$ cat config.mk
export PLATFORM = sky130hd
export DESIGN_NAME = load_aware_worker_dispatcher_core
export DESIGN_NICKNAME = d
export VERILOG_FILES = /design/src/hw/rtl/lawd_pkg.sv /design/src/hw/rtl/load_aware_worker_dispatcher_core.sv /design/src/hw/rtl/lawd_ctrl.sv /design/src/hw/rtl/lawd_dp.sv
export SDC_FILE = /design/constraint.sdc
export NUM_CORES = 1
export LEC_CHECK = 0
export ABC_AREA = 1
export BUFFER_PORTS_ARGS = -buffer_cell sky130_fd_sc_hd__buf_2
export CORE_ASPECT_RATIO = 0.8
export CORE_MARGIN = 1.5
export CORE_UTILIZATION = 45
export DETAILED_ROUTE_END_ITERATION = 12
export PLACE_DENSITY = 0.71
export SKIP_LAST_GASP = 1
export SYNTH_ARGS = -nofsm -noshare
export SYNTH_HDL_FRONTEND = slang
export SYNTH_SLANG_ARGS = --single-unit
$ cat constraint.sdc
create_clock -name clk -period 6.52 [get_ports clk]
set_input_delay 0.326 -clock clk [delete_from_list [all_inputs] [get_ports clk]]
set_output_delay 0.326 -clock clk [all_outputs]
set_load 0.05 [all_outputs]
$ cat src/hw/rtl/lawd_pkg.sv
// Shared types and constants for the load-aware worker dispatcher.
// Used by lawd_ctrl, lawd_dp and load_aware_worker_dispatcher_core.
`timescale 1ns / 1ps

package lawd_pkg;

  localparam int ENTRIES = 16;
  localparam int IDX_W   = $clog2(ENTRIES);
  localparam int CNT_W   = $clog2(ENTRIES + 1);
  localparam int LOAD_W  = 8;
  localparam int PROC_W  = 32;
  localparam int WC_W    = 5;

  localparam logic [LOAD_W-1:0] LOAD_LIMIT_RESET = LOAD_W'(5);
  localparam logic [WC_W-1:0]   WC_RESET         = WC_W'(16);

  localparam logic [1:0] REG_MODE       = 2'd0;
  localparam logic [1:0] REG_LOAD_LIMIT = 2'd1;
  localparam logic [1:0] REG_WC         = 2'd2;

  localparam logic KIND_WRITE   = 1'b0;
  localparam logic KIND_REQUEST = 1'b1;

  localparam logic MODE_RR = 1'b0;
  localparam logic MODE_LL = 1'b1;

  typedef struct packed {
    logic capture;
    logic scan_step;
    logic commit;
    logic out_load;
  } lawd_cmd_t;

  typedef struct packed {
    logic is_write;
    logic none;
    logic hit;
    logic last;
  } lawd_sts_t;

endpackage

$ cat src/hw/rtl/load_aware_worker_dispatcher_core.sv
// Load-aware worker dispatcher top level: joins lawd_ctrl and lawd_dp, uses lawd_pkg.
// One transaction is in work at a time. A request scans k entries (0 to 16, one entry
// a cycle; round robin stops at the first eligible entry). An item holds the block until
// its result is loaded into the output register, which can wait on m_axis_tready.
// Synchronous reset clears the table and pointer, mode 0, limit 5.
`timescale 1ns / 1ps

module load_aware_worker_dispatcher_core (
  input  logic        clk,
  input  logic        rst,
  input  logic        cfg_wr_en,
  input  logic [1:0]  cfg_addr,
  input  logic [7:0]  cfg_wdata,
  input  logic        s_axis_tvalid,
  output logic        s_axis_tready,
  // entry_index[3:0], entry_active[4], entry_load[12:5], entry_processed[44:13]
  input  logic [47:0] s_axis_tdata,
  // kind[0]
  input  logic        s_axis_tuser,
  output logic        m_axis_tvalid,
  input  logic        m_axis_tready,
  // chosen_index[3:0], chosen_load[11:4]
  output logic [15:0] m_axis_tdata,
  // found[0]
  output logic        m_axis_tuser
);

  lawd_pkg::lawd_cmd_t cmd;
  lawd_pkg::lawd_sts_t sts;

  logic [lawd_pkg::IDX_W-1:0]  out_index;
  logic [lawd_pkg::LOAD_W-1:0] out_load;

  lawd_ctrl u_ctrl (
    .clk       (clk),
    .rst       (rst),
    .in_valid  (s_axis_tvalid),
    .in_ready  (s_axis_tready),
    .out_valid (m_axis_tvalid),
    .out_ready (m_axis_tready),
    .sts       (sts),
    .cmd       (cmd)
  );

  lawd_dp u_dp (
    .clk          (clk),
    .rst          (rst),
    .cfg_wr_en    (cfg_wr_en),
    .cfg_addr     (cfg_addr),
    .cfg_wdata    (cfg_wdata),
    .in_kind      (s_axis_tuser),
    .in_index     (s_axis_tdata[3:0]),
    .in_active    (s_axis_tdata[4]),
    .in_load      (s_axis_tdata[12:5]),
    .in_processed (s_axis_tdata[44:13]),
    .cmd          (cmd),
    .sts          (sts),
    .out_found    (m_axis_tuser),
    .out_index    (out_index),
    .out_load     (out_load)
  );

  assign m_axis_tdata = {4'b0000, out_load, out_index};

endmodule

$ cat src/hw/rtl/lawd_ctrl.sv
// Controller state machine of the worker dispatcher.
// Depends on lawd_pkg for the command and status structs.
`timescale 1ns / 1ps

module lawd_ctrl (
  input  logic                clk,
  input  logic                rst,
  input  logic                in_valid,
  output logic                in_ready,
  output logic                out_valid,
  input  logic                out_ready,
  input  lawd_pkg::lawd_sts_t sts,
  output lawd_pkg::lawd_cmd_t cmd
);

  typedef enum logic [1:0] {
    ST_IDLE,
    ST_SCAN,
    ST_COMMIT,
    ST_FINISH
  } state_t;

  state_t state;
  logic   slot_free;

  assign slot_free = !out_valid || out_ready;
  assign in_ready  = (state == ST_IDLE);

  always_comb begin
    cmd = '0;
    unique case (state)
      ST_IDLE:   cmd.capture   = in_valid;
      ST_SCAN:   cmd.scan_step = !sts.none;
      ST_COMMIT: cmd.commit    = 1'b1;
      ST_FINISH: cmd.out_load  = slot_free;
      default:   cmd = '0;
    endcase
  end

  always_ff @(posedge clk) begin
    if (rst) begin
      state     <= ST_IDLE;
      out_valid <= 1'b0;
    end else begin
      if (cmd.out_load) begin
        out_valid <= 1'b1;
      end else if (out_ready) begin
        out_valid <= 1'b0;
      end
      unique case (state)
        ST_IDLE: begin
          if (in_valid) begin
            state <= ST_SCAN;
          end
        end
        ST_SCAN: begin
          if (sts.is_write) begin
            state <= ST_FINISH;
          end else if (sts.none || sts.hit || sts.last) begin
            state <= ST_COMMIT;
          end
        end
        ST_COMMIT: state <= ST_FINISH;
        ST_FINISH: begin
          if (slot_free) begin
            state <= ST_IDLE;
          end
        end
        default: state <= ST_IDLE;
      endcase
    end
  end

endmodule

$ cat src/hw/rtl/lawd_dp.sv
// Datapath of the worker dispatcher: worker table, configuration registers,
// scan unit and result registers. Depends on lawd_pkg.
`timescale 1ns / 1ps

module lawd_dp (
  input  logic                          clk,
  input  logic                          rst,
  input  logic                          cfg_wr_en,
  input  logic [1:0]                    cfg_addr,
  input  logic [lawd_pkg::LOAD_W-1:0]   cfg_wdata,
  input  logic                          in_kind,
  input  logic [lawd_pkg::IDX_W-1:0]    in_index,
  input  logic                          in_active,
  input  logic [lawd_pkg::LOAD_W-1:0]   in_load,
  input  logic [lawd_pkg::PROC_W-1:0]   in_processed,
  input  lawd_pkg::lawd_cmd_t           cmd,
  output lawd_pkg::lawd_sts_t           sts,
  output logic                          out_found,
  output logic [lawd_pkg::IDX_W-1:0]    out_index,
  output logic [lawd_pkg::LOAD_W-1:0]   out_load
);

  logic                          active_flags    [lawd_pkg::ENTRIES];
  logic [lawd_pkg::LOAD_W-1:0]   load_table      [lawd_pkg::ENTRIES];
  logic [lawd_pkg::PROC_W-1:0]   processed_table [lawd_pkg::ENTRIES];

  logic                          mode;
  logic [lawd_pkg::LOAD_W-1:0]   load_limit;
  logic [lawd_pkg::WC_W-1:0]     worker_count;
  logic [lawd_pkg::IDX_W-1:0]    rotate_pointer;

  logic                          is_write;
  logic [lawd_pkg::IDX_W-1:0]    scan_idx;
  logic [lawd_pkg::CNT_W-1:0]    scan_cnt;
  logic                          have;
  logic [lawd_pkg::IDX_W-1:0]    best_idx;
  logic [lawd_pkg::LOAD_W-1:0]   best_load;
  logic [lawd_pkg::PROC_W-1:0]   best_proc;

  logic                          res_found;
  logic [lawd_pkg::IDX_W-1:0]    res_index;
  logic [lawd_pkg::LOAD_W-1:0]   res_load;

  logic [lawd_pkg::CNT_W-1:0]    used;
  logic [lawd_pkg::CNT_W-1:0]    used_m1;
  logic                          cur_active;
  logic [lawd_pkg::LOAD_W-1:0]   cur_load;
  logic [lawd_pkg::PROC_W-1:0]   cur_proc;
  logic                          cur_elig;
  logic                          cur_better;
  logic [lawd_pkg::IDX_W-1:0]    idx_next;
  logic [lawd_pkg::IDX_W-1:0]    ptr_next;

  assign used = (worker_count > lawd_pkg::WC_W'(lawd_pkg::ENTRIES))
                ? lawd_pkg::CNT_W'(lawd_pkg::ENTRIES)
                : lawd_pkg::CNT_W'(worker_count);
  assign used_m1 = used - lawd_pkg::CNT_W'(1);

  assign cur_active = active_flags[scan_idx];
  assign cur_load   = load_table[scan_idx];
  assign cur_proc   = processed_table[scan_idx];
  assign cur_elig   = cur_active && (cur_load < load_limit);

  always_comb begin
    if (mode == lawd_pkg::MODE_RR) begin
      cur_better = cur_elig && !have;
    end else begin
      cur_better = cur_elig && (!have || (cur_load < best_load) ||
                   ((cur_load == best_load) && (cur_proc < best_proc)));
    end
  end

  assign idx_next = (lawd_pkg::CNT_W'(scan_idx) == used_m1)
                    ? '0 : scan_idx + lawd_pkg::IDX_W'(1);
  assign ptr_next = (lawd_pkg::CNT_W'(best_idx) == used_m1)
                    ? '0 : best_idx + lawd_pkg::IDX_W'(1);

  assign sts.is_write = is_write;
  assign sts.none     = (used == '0);
  assign sts.hit      = (mode == lawd_pkg::MODE_RR) && cur_elig;
  assign sts.last     = (scan_cnt == used_m1);

  always_ff @(posedge clk) begin
    if (rst) begin
      mode           <= lawd_pkg::MODE_RR;
      load_limit     <= lawd_pkg::LOAD_LIMIT_RESET;
      worker_count   <= lawd_pkg::WC_RESET;
      rotate_pointer <= '0;
      for (int i = 0; i < lawd_pkg::ENTRIES; i++) begin
        active_flags[i]    <= 1'b0;
        load_table[i]      <= '0;
        processed_table[i] <= '0;
      end
    end else begin
      if (cfg_wr_en) begin
        unique case (cfg_addr)
          lawd_pkg::REG_MODE:       mode <= cfg_wdata[0];
          lawd_pkg::REG_LOAD_LIMIT: load_limit <= cfg_wdata;
          lawd_pkg::REG_WC: begin
            worker_count   <= cfg_wdata[lawd_pkg::WC_W-1:0];
            rotate_pointer <= '0;
          end
          default: ;
        endcase
      end
      if (cmd.capture && (in_kind == lawd_pkg::KIND_WRITE)) begin
        active_flags[in_index]    <= in_active;
        load_table[in_index]      <= in_load;
        processed_table[in_index] <= in_processed;
      end
      if (cmd.commit && have) begin
        if (mode == lawd_pkg::MODE_RR) begin
          rotate_pointer <= ptr_next;
        end else if (best_proc != '1) begin
          processed_table[best_idx] <= best_proc + lawd_pkg::PROC_W'(1);
        end
      end
    end
  end

  always_ff @(posedge clk) begin
    if (rst) begin
      have <= 1'b0;
    end else if (cmd.capture) begin
      have <= 1'b0;
    end else if (cmd.scan_step && cur_better) begin
      have <= 1'b1;
    end
  end

  always_ff @(posedge clk) begin
    if (cmd.capture) begin
      is_write <= (in_kind == lawd_pkg::KIND_WRITE);
      scan_idx <= (mode == lawd_pkg::MODE_RR) ? rotate_pointer : '0;
      scan_cnt <= '0;
    end else if (cmd.scan_step) begin
      scan_idx <= idx_next;
      scan_cnt <= scan_cnt + lawd_pkg::CNT_W'(1);
    end
    if (cmd.scan_step && cur_better) begin
      best_idx  <= scan_idx;
      best_load <= cur_load;
      best_proc <= cur_proc;
    end
    if (cmd.capture) begin
      res_found <= 1'b0;
      res_index <= '0;
      res_load  <= '0;
    end else if (cmd.commit && have) begin
      res_found <= 1'b1;
      res_index <= best_idx;
      res_load  <= best_load;
    end
    if (cmd.out_load) begin
      out_found <= res_found;
      out_index <= res_index;
      out_load  <= res_load;
    end
  end

endmodule

Word level (Yosys, flattened, before mapping)
Memories as Yosys holds them, arrays and structs flattened. A register that Yosys moved wholly into a read port is not among the register bits.
Index checks and enable logic that the tools add are counted.
{"block": "word_totals", "reg_bits": 102, "mem_count": 3, "output_inout_bits": 19, "wordCells": 123, "ram_bits": 656}
{"memory": "u_dp.processed_table", "depth": 16, "width": 32, "read_ports": 1, "rd_clocked_by_memory_dff": 1, "write_ports": 16, "line_no": "lawd_dp.sv:25", "text": "logic [lawd_pkg::PROC_W-1:0] processed_table [lawd_pkg::ENTRIES];"}
{"memory": "u_dp.load_table", "depth": 16, "width": 8, "read_ports": 1, "rd_clocked_by_memory_dff": 1, "write_ports": 16, "line_no": "lawd_dp.sv:24", "text": "logic [lawd_pkg::LOAD_W-1:0] load_table [lawd_pkg::ENTRIES];"}
{"memory": "u_dp.active_flags", "depth": 16, "width": 1, "read_ports": 1, "rd_clocked_by_memory_dff": 1, "write_ports": 16, "line_no": "lawd_dp.sv:23", "text": "logic active_flags [lawd_pkg::ENTRIES];"}
{"block": "op_classes", "n_eq_ne": 13, "n_reduce_logical": 30, "n_addsub": 5, "n_lt_le_gt_ge": 4, "bitwise": 2, "muxes": 47}
{"operator": "32-bit two-way mux", "n": 2}
{"operator": "4-bit two-way mux", "n": 16}
{"operator": "32-bit OR reduction", "n": 2}
{"operator": "32-bit by 1-bit adder with 32-bit output (second input constant)", "n": 1}
{"operator": "32-bit < comparator", "n": 1}
{"operator": "32-bit inequality test (second input constant)", "n": 1}
{"operator": "1-bit two-way mux", "n": 22}
{"operator": "8-bit < comparator", "n": 2}
{"operator": "4-bit by 5-bit == test with 1-bit output", "n": 2}
{"operator": "4-bit by 1-bit adder with 4-bit output (second input constant)", "n": 2}
{"operator": "8-bit == test", "n": 1}
{"operator": "1-bit logical AND", "n": 8}
{"operator": "2-bit two-way mux", "n": 4}
{"operator": "8-bit two-way mux", "n": 1}
{"operator": "2-bit one-hot mux with 4 select lines", "n": 1}
{"operator": "8-bit OR reduction", "n": 1}
{"operator": "2-bit == test (second input constant)", "n": 3}
{"operator": "2-bit AND reduction", "n": 3}
{"operator": "5-bit by 1-bit adder with 5-bit output (second input constant)", "n": 1}
{"operator": "5-bit == test", "n": 1}
{"operator": "5-bit greater-than comparator (second input constant)", "n": 1}
{"operator": "5-bit logical NOT", "n": 1}
{"operator": "1-bit logical OR", "n": 5}
{"operator": "5-bit two-way mux", "n": 1}
{"operator": "other kinds (12)", "n": 18}

Depth between registers and ports, before layout
{"block": "depth", "ltp_word": 9, "ltp_mapped": 24, "ltp_nobuf": 20}

Hierarchy
From an unflattened synthesis, not the netlist that was laid out.
{"block": "hier_totals", "hier_cells": 3991, "hier_area_um2": 38942.3}
{"module": "lawd_dp", "cells_each": 3940, "instances": 1, "area_each_um2": 38629.5}
{"module": "lawd_ctrl", "cells_each": 46, "instances": 1, "area_each_um2": 279.0}
{"module": "load_aware_worker_dispatcher_core", "cells_each": 5, "instances": 1, "area_each_um2": 33.8}

Worst setup path after synthesis
No wires, ideal clock.
{"block": "synth_path", "path_kind": "reg-to-reg", "start": "reg (tool-made name)", "end": "reg u_dp.best_idx[0] (netlist bit) (enable)", "path_buffers": 5, "synth_period_minus_slack_ps": 5678, "stages_incl_launch_ff": 18, "setup_slack_ps": 842, "t_arrival_ps": 5218, "path_cell_list": "dfxtp_1 -> clkbuf_1 -> clkbuf_1 -> buf_1 -> clkbuf_1 -> clkbuf_1 -> nor2_1 -> o221ai_1 -> nand3_1 -> nand2_1 -> ha_1 -> a2111oi_0 -> nand4_1 -> nor3_1 -> nand2_1 -> nand2_1 -> nand2_1 -> a21oi_1"}
{"item": "to (signal assigned)", "line_no": "lawd_dp.sv:141", "text": "best_idx <= scan_idx;"}
{"item": "to (decl)", "line_no": "lawd_dp.sv:36", "text": "logic [lawd_pkg::IDX_W-1:0] best_idx;"}

==> summary.md <==
| Metric | Value |
|---|---|
| Status | `completed` |
| Switching Share | `~36%` |
| CP Launch Type | `register` |
| Crit path largest cell delay | `approximately 740 ps` |
| CP bufs+invs | `3` |
| Tot GR Track Use | `24.0%` |
| Area grow syn2layout | `11.0%` |
| Grt met3 use | `4.86%` |
| Crit path max fanout | `around 170` |
| Grt met2 use | `around 38%` |
| Clk buf depth | `3` |
| Synthesis Warnings | `0` |
| Crit-path cells | `inv_8, buf_12, o21ai_0, o221ai_1, nand3_1, nand2_1, ha_1, a21oi_1, nor2_1, a2111oi_0, nand2_1, nand2_1, nand2_1, nand2_1, nand2_1, a21oi_4, buf_4` |
| Starting Density | `45.4%` |
| Residual DRC | `0` |
| Total grt overflow | `0` |
| H-tree depth | `3` |
| Setup CP Type | `reg2reg` |
| Num CTS Buffers | `about 80` |
| Vias in the first global route | `about 24000` |
| Fraction of layout cells with a size suffix above 1 | `approximately 11%` |
| Cell Rows | `between 90 and 100` |
| Die area | `79400 µm²` |
| Antenna violations before repair | `1` |
| Die height | `around 250 µm` |
| Post-Synthesis Cell Area | `about 35000 µm²` |
| Post-synth EDFFs | `~700` |
| I/O Pins | `83` |
| Internal power | `roughly 9800 µW` |
| Comb pwr share | `31.9%` |
| Worst-Skew Late Latency | `~620 ps` |
| Arrival time worst endpoint | `approximately 5100 ps` |
| Commonest non-fill, non-tap cell in the layout | `nor2_1` |
| Core ar. | `between 70000 and 80000 µm²` |
| Slew headroom | `between 10% and 20%` |
| Max-slew violation count | `0` |
| Power share of the clock group | `about 29%` |
| Placed wire-length estimate | `around 54 mm` |
| Post_cts resized | `0` |
| Max stage delay cell, worst path | `dfxtp_4` |
| Routed WL per cell | `22.1 µm` |
| Grt peak-use layer | `met2` |
| RD Place Congestion | `0.908` |
| FF+latch count, synth | `between 700 and 800` |
| Top Family by Delay on Critical Path | `buffers and inverters` |
| Fin Setup TNS | `0 ps` |
| Leakage | `between 0.01 and 0.015 µW` |
| Post-synthesis cell count | `around 3300` |
| Pwr Density | `~400 nW/µm²` |
| RSZ-0062 raised after global routing | `no` |
| Pre-Repair DR Iteration Count | `5` |
| NetSw | `roughly 5600 µW` |
| Asr flop ratio synth | `0%` |
| Clock Skews | `approximately 20 ps` |
| Largest net degree at the start of global routing | `roughly 170` |
| Min-Delay Startpoint | `rst` |
| Post-synthesis sequential area ratio | `around 64%` |
| Finished Layout Cells | `4375` |
| Initial drt markers | `roughly 3200` |
| CTS clk-pin slew, worst paths | `60 ps` |
| Post-DRT Antenna Nets | `0` |
| # fillers | `around 6600` |
| Nets | `approximately 3400` |
| Part of the cycle the worst path needs | `~75%` |
| Inst Count DP | `~4200` |
| Clk root buf | `clkbuf_16` |
| Flop pwr share | `38.8%` |
| Avg Cell Area, Syn | `about 11 µm²` |
| Max_cap viols | `0` |
| Actual slew at the worst max-slew pin | `about 1300 ps` |
| Worst VDD drop | `between 0.3 and 0.4 mV` |
| Fmax | `around 0.20 GHz` |
| Synth cell types | `50` |
| Met1 Use GR | `about a third` |
| Hold Path Class | `in2reg` |
| TritonCTS clock tree | `done` |
| CP Capture Type | `register` |
| Final setup vio count | `0` |
| WP data required | `~6800 ps` |
| Final hold vios | `0` |
| Post-route minimum period | `4890 ps` |
| Routed WL | `roughly 97 mm` |
| Commonest non-fill, non-tap cells in the layout | `nor2_1 (969), edfxtp_1 (718), o21ai_0 (346)` |
| Vias | `~25000` |
| Sink Count | `around 760` |
| Top FF cell, synth | `edfxtp_1` |
| Vias per cell | `5.83` |
| Die width | `roughly 310 µm` |
| Number of I/O port buffers | `75` |
| Crit path top cell by count | `nand2_1` |
| First-pass GRT wire length | `144 mm` |
==> Yosys cell counts, types with 35 or more instances <==
master	n	share of area, %
a21oi_1	56	0.80
nand2_1	236	2.5
dfxtp_1	44	2.5
buf_2	55	0.79
nor2_2	48	0.86
xor2_1	35	0.88
nand3_1	89	1.3
ha_1	56	2.0
nor2_1	969	10
o221ai_1	111	2.8
clkbuf_1	157	1.7
o211ai_1	52	1.1
edfxtp_1	718	62
inv_1	123	1.3
o22ai_1	44	0.79
o21ai_0	346	5.0
==> state kept, by name, summed over array words and instances, names as in the netlist, 2 cells and up, named ones only <==
name / count
u_ctrl.state: 2
u_dp.active_flags: 16
u_dp.best_idx: 4
u_dp.best_load: 8
u_dp.best_proc: 32
u_dp.load_limit: 8
u_dp.load_table: 128
u_dp.out_index: 4
u_dp.out_load: 8
u_dp.processed_table: 512
u_dp.res_index: 4
u_dp.res_load: 8
u_dp.rotate_pointer: 4
u_dp.scan_cnt: 5
u_dp.scan_idx: 4
u_dp.worker_count: 5
==> kinds of logic (layout without fill, tap and decap cells) <==
logic type	Yosys count	in the layout	synth area share (%)
AOI/OAI and AO/OA	649	649	11.2
xor gates and xnor gates	40	40	1.00
muxes	13	13	0.494
other	1	5	0.0107
buffers and inverters	375	424	4.64
adders and majority gates	56	56	2.00
DFF	762	762	64.2
and+or+nand+nor	1403	1403	16.4
==> metrics by stage <==
step	power, µW	area, µm²	utilization [%]	setup slack, ps	hold slack [ps]
after floorplan	9270	35000	-	842	403
after global placement	10800	36100	47.0	1810	413
after detailed placement	10900	36100	47.0	1730	412
after CTS	15300	38800	50.4	1730	40.2
after global routing	16100	38800	50.4	1360	55.6
final	15400	38800	50.4	1630	63.4
==> layer usage <==
metal,vias up,routed length [µm]
li1,11600,-
met1,12300,38800
met2,1390,44500
met3,203,10900
met4,0,2640
met5,-,0
==> timing repair <==
action | CTS | global route
setup buffers | 0 | 0
hold buffers | 12 | 0
endpoints found under the hold margin | 12 | 0
==> power groups by stage <==
stage	logic, µW	clock network [µW]	registers (µW)
floorplan	3300	0	5960
CTS	4810	4530	5980
detailed placement	4780	0	6080
global route	5360	4710	6020
finish	4910	4510	5980
global placement	4680	0	6070
==> final cells by class <==
cell class	instances	area, µm²	share of cell area [%]
clock buffers	105	2190	5.64
repair buffers	153	1070	2.75
clock inverters	35	358	0.922
flip-flops and latches	762	22500	57.9
well taps	1023	1280	3.30
diodes	1	2.50	0.00645
inverters	131	502	1.29
multi-input cells	2165	11000	28.2
==> worst paths after layout <==
kind | endpoint | slack, ps | depth (start not counted)
max reg2reg | u_dp.best_proc[4]$_DFFE_PP_ | 1630 | 17
min | u_ctrl.out_valid$_SDFFE_PP0P_ | 60 | 2
max | u_dp.best_proc[4]$_DFFE_PP_ | 1630 | 17
min reg2reg | u_dp.out_found$_DFFE_PP_ | 430 | 0
No activity file was read; power rests on OpenSTA's default activity.
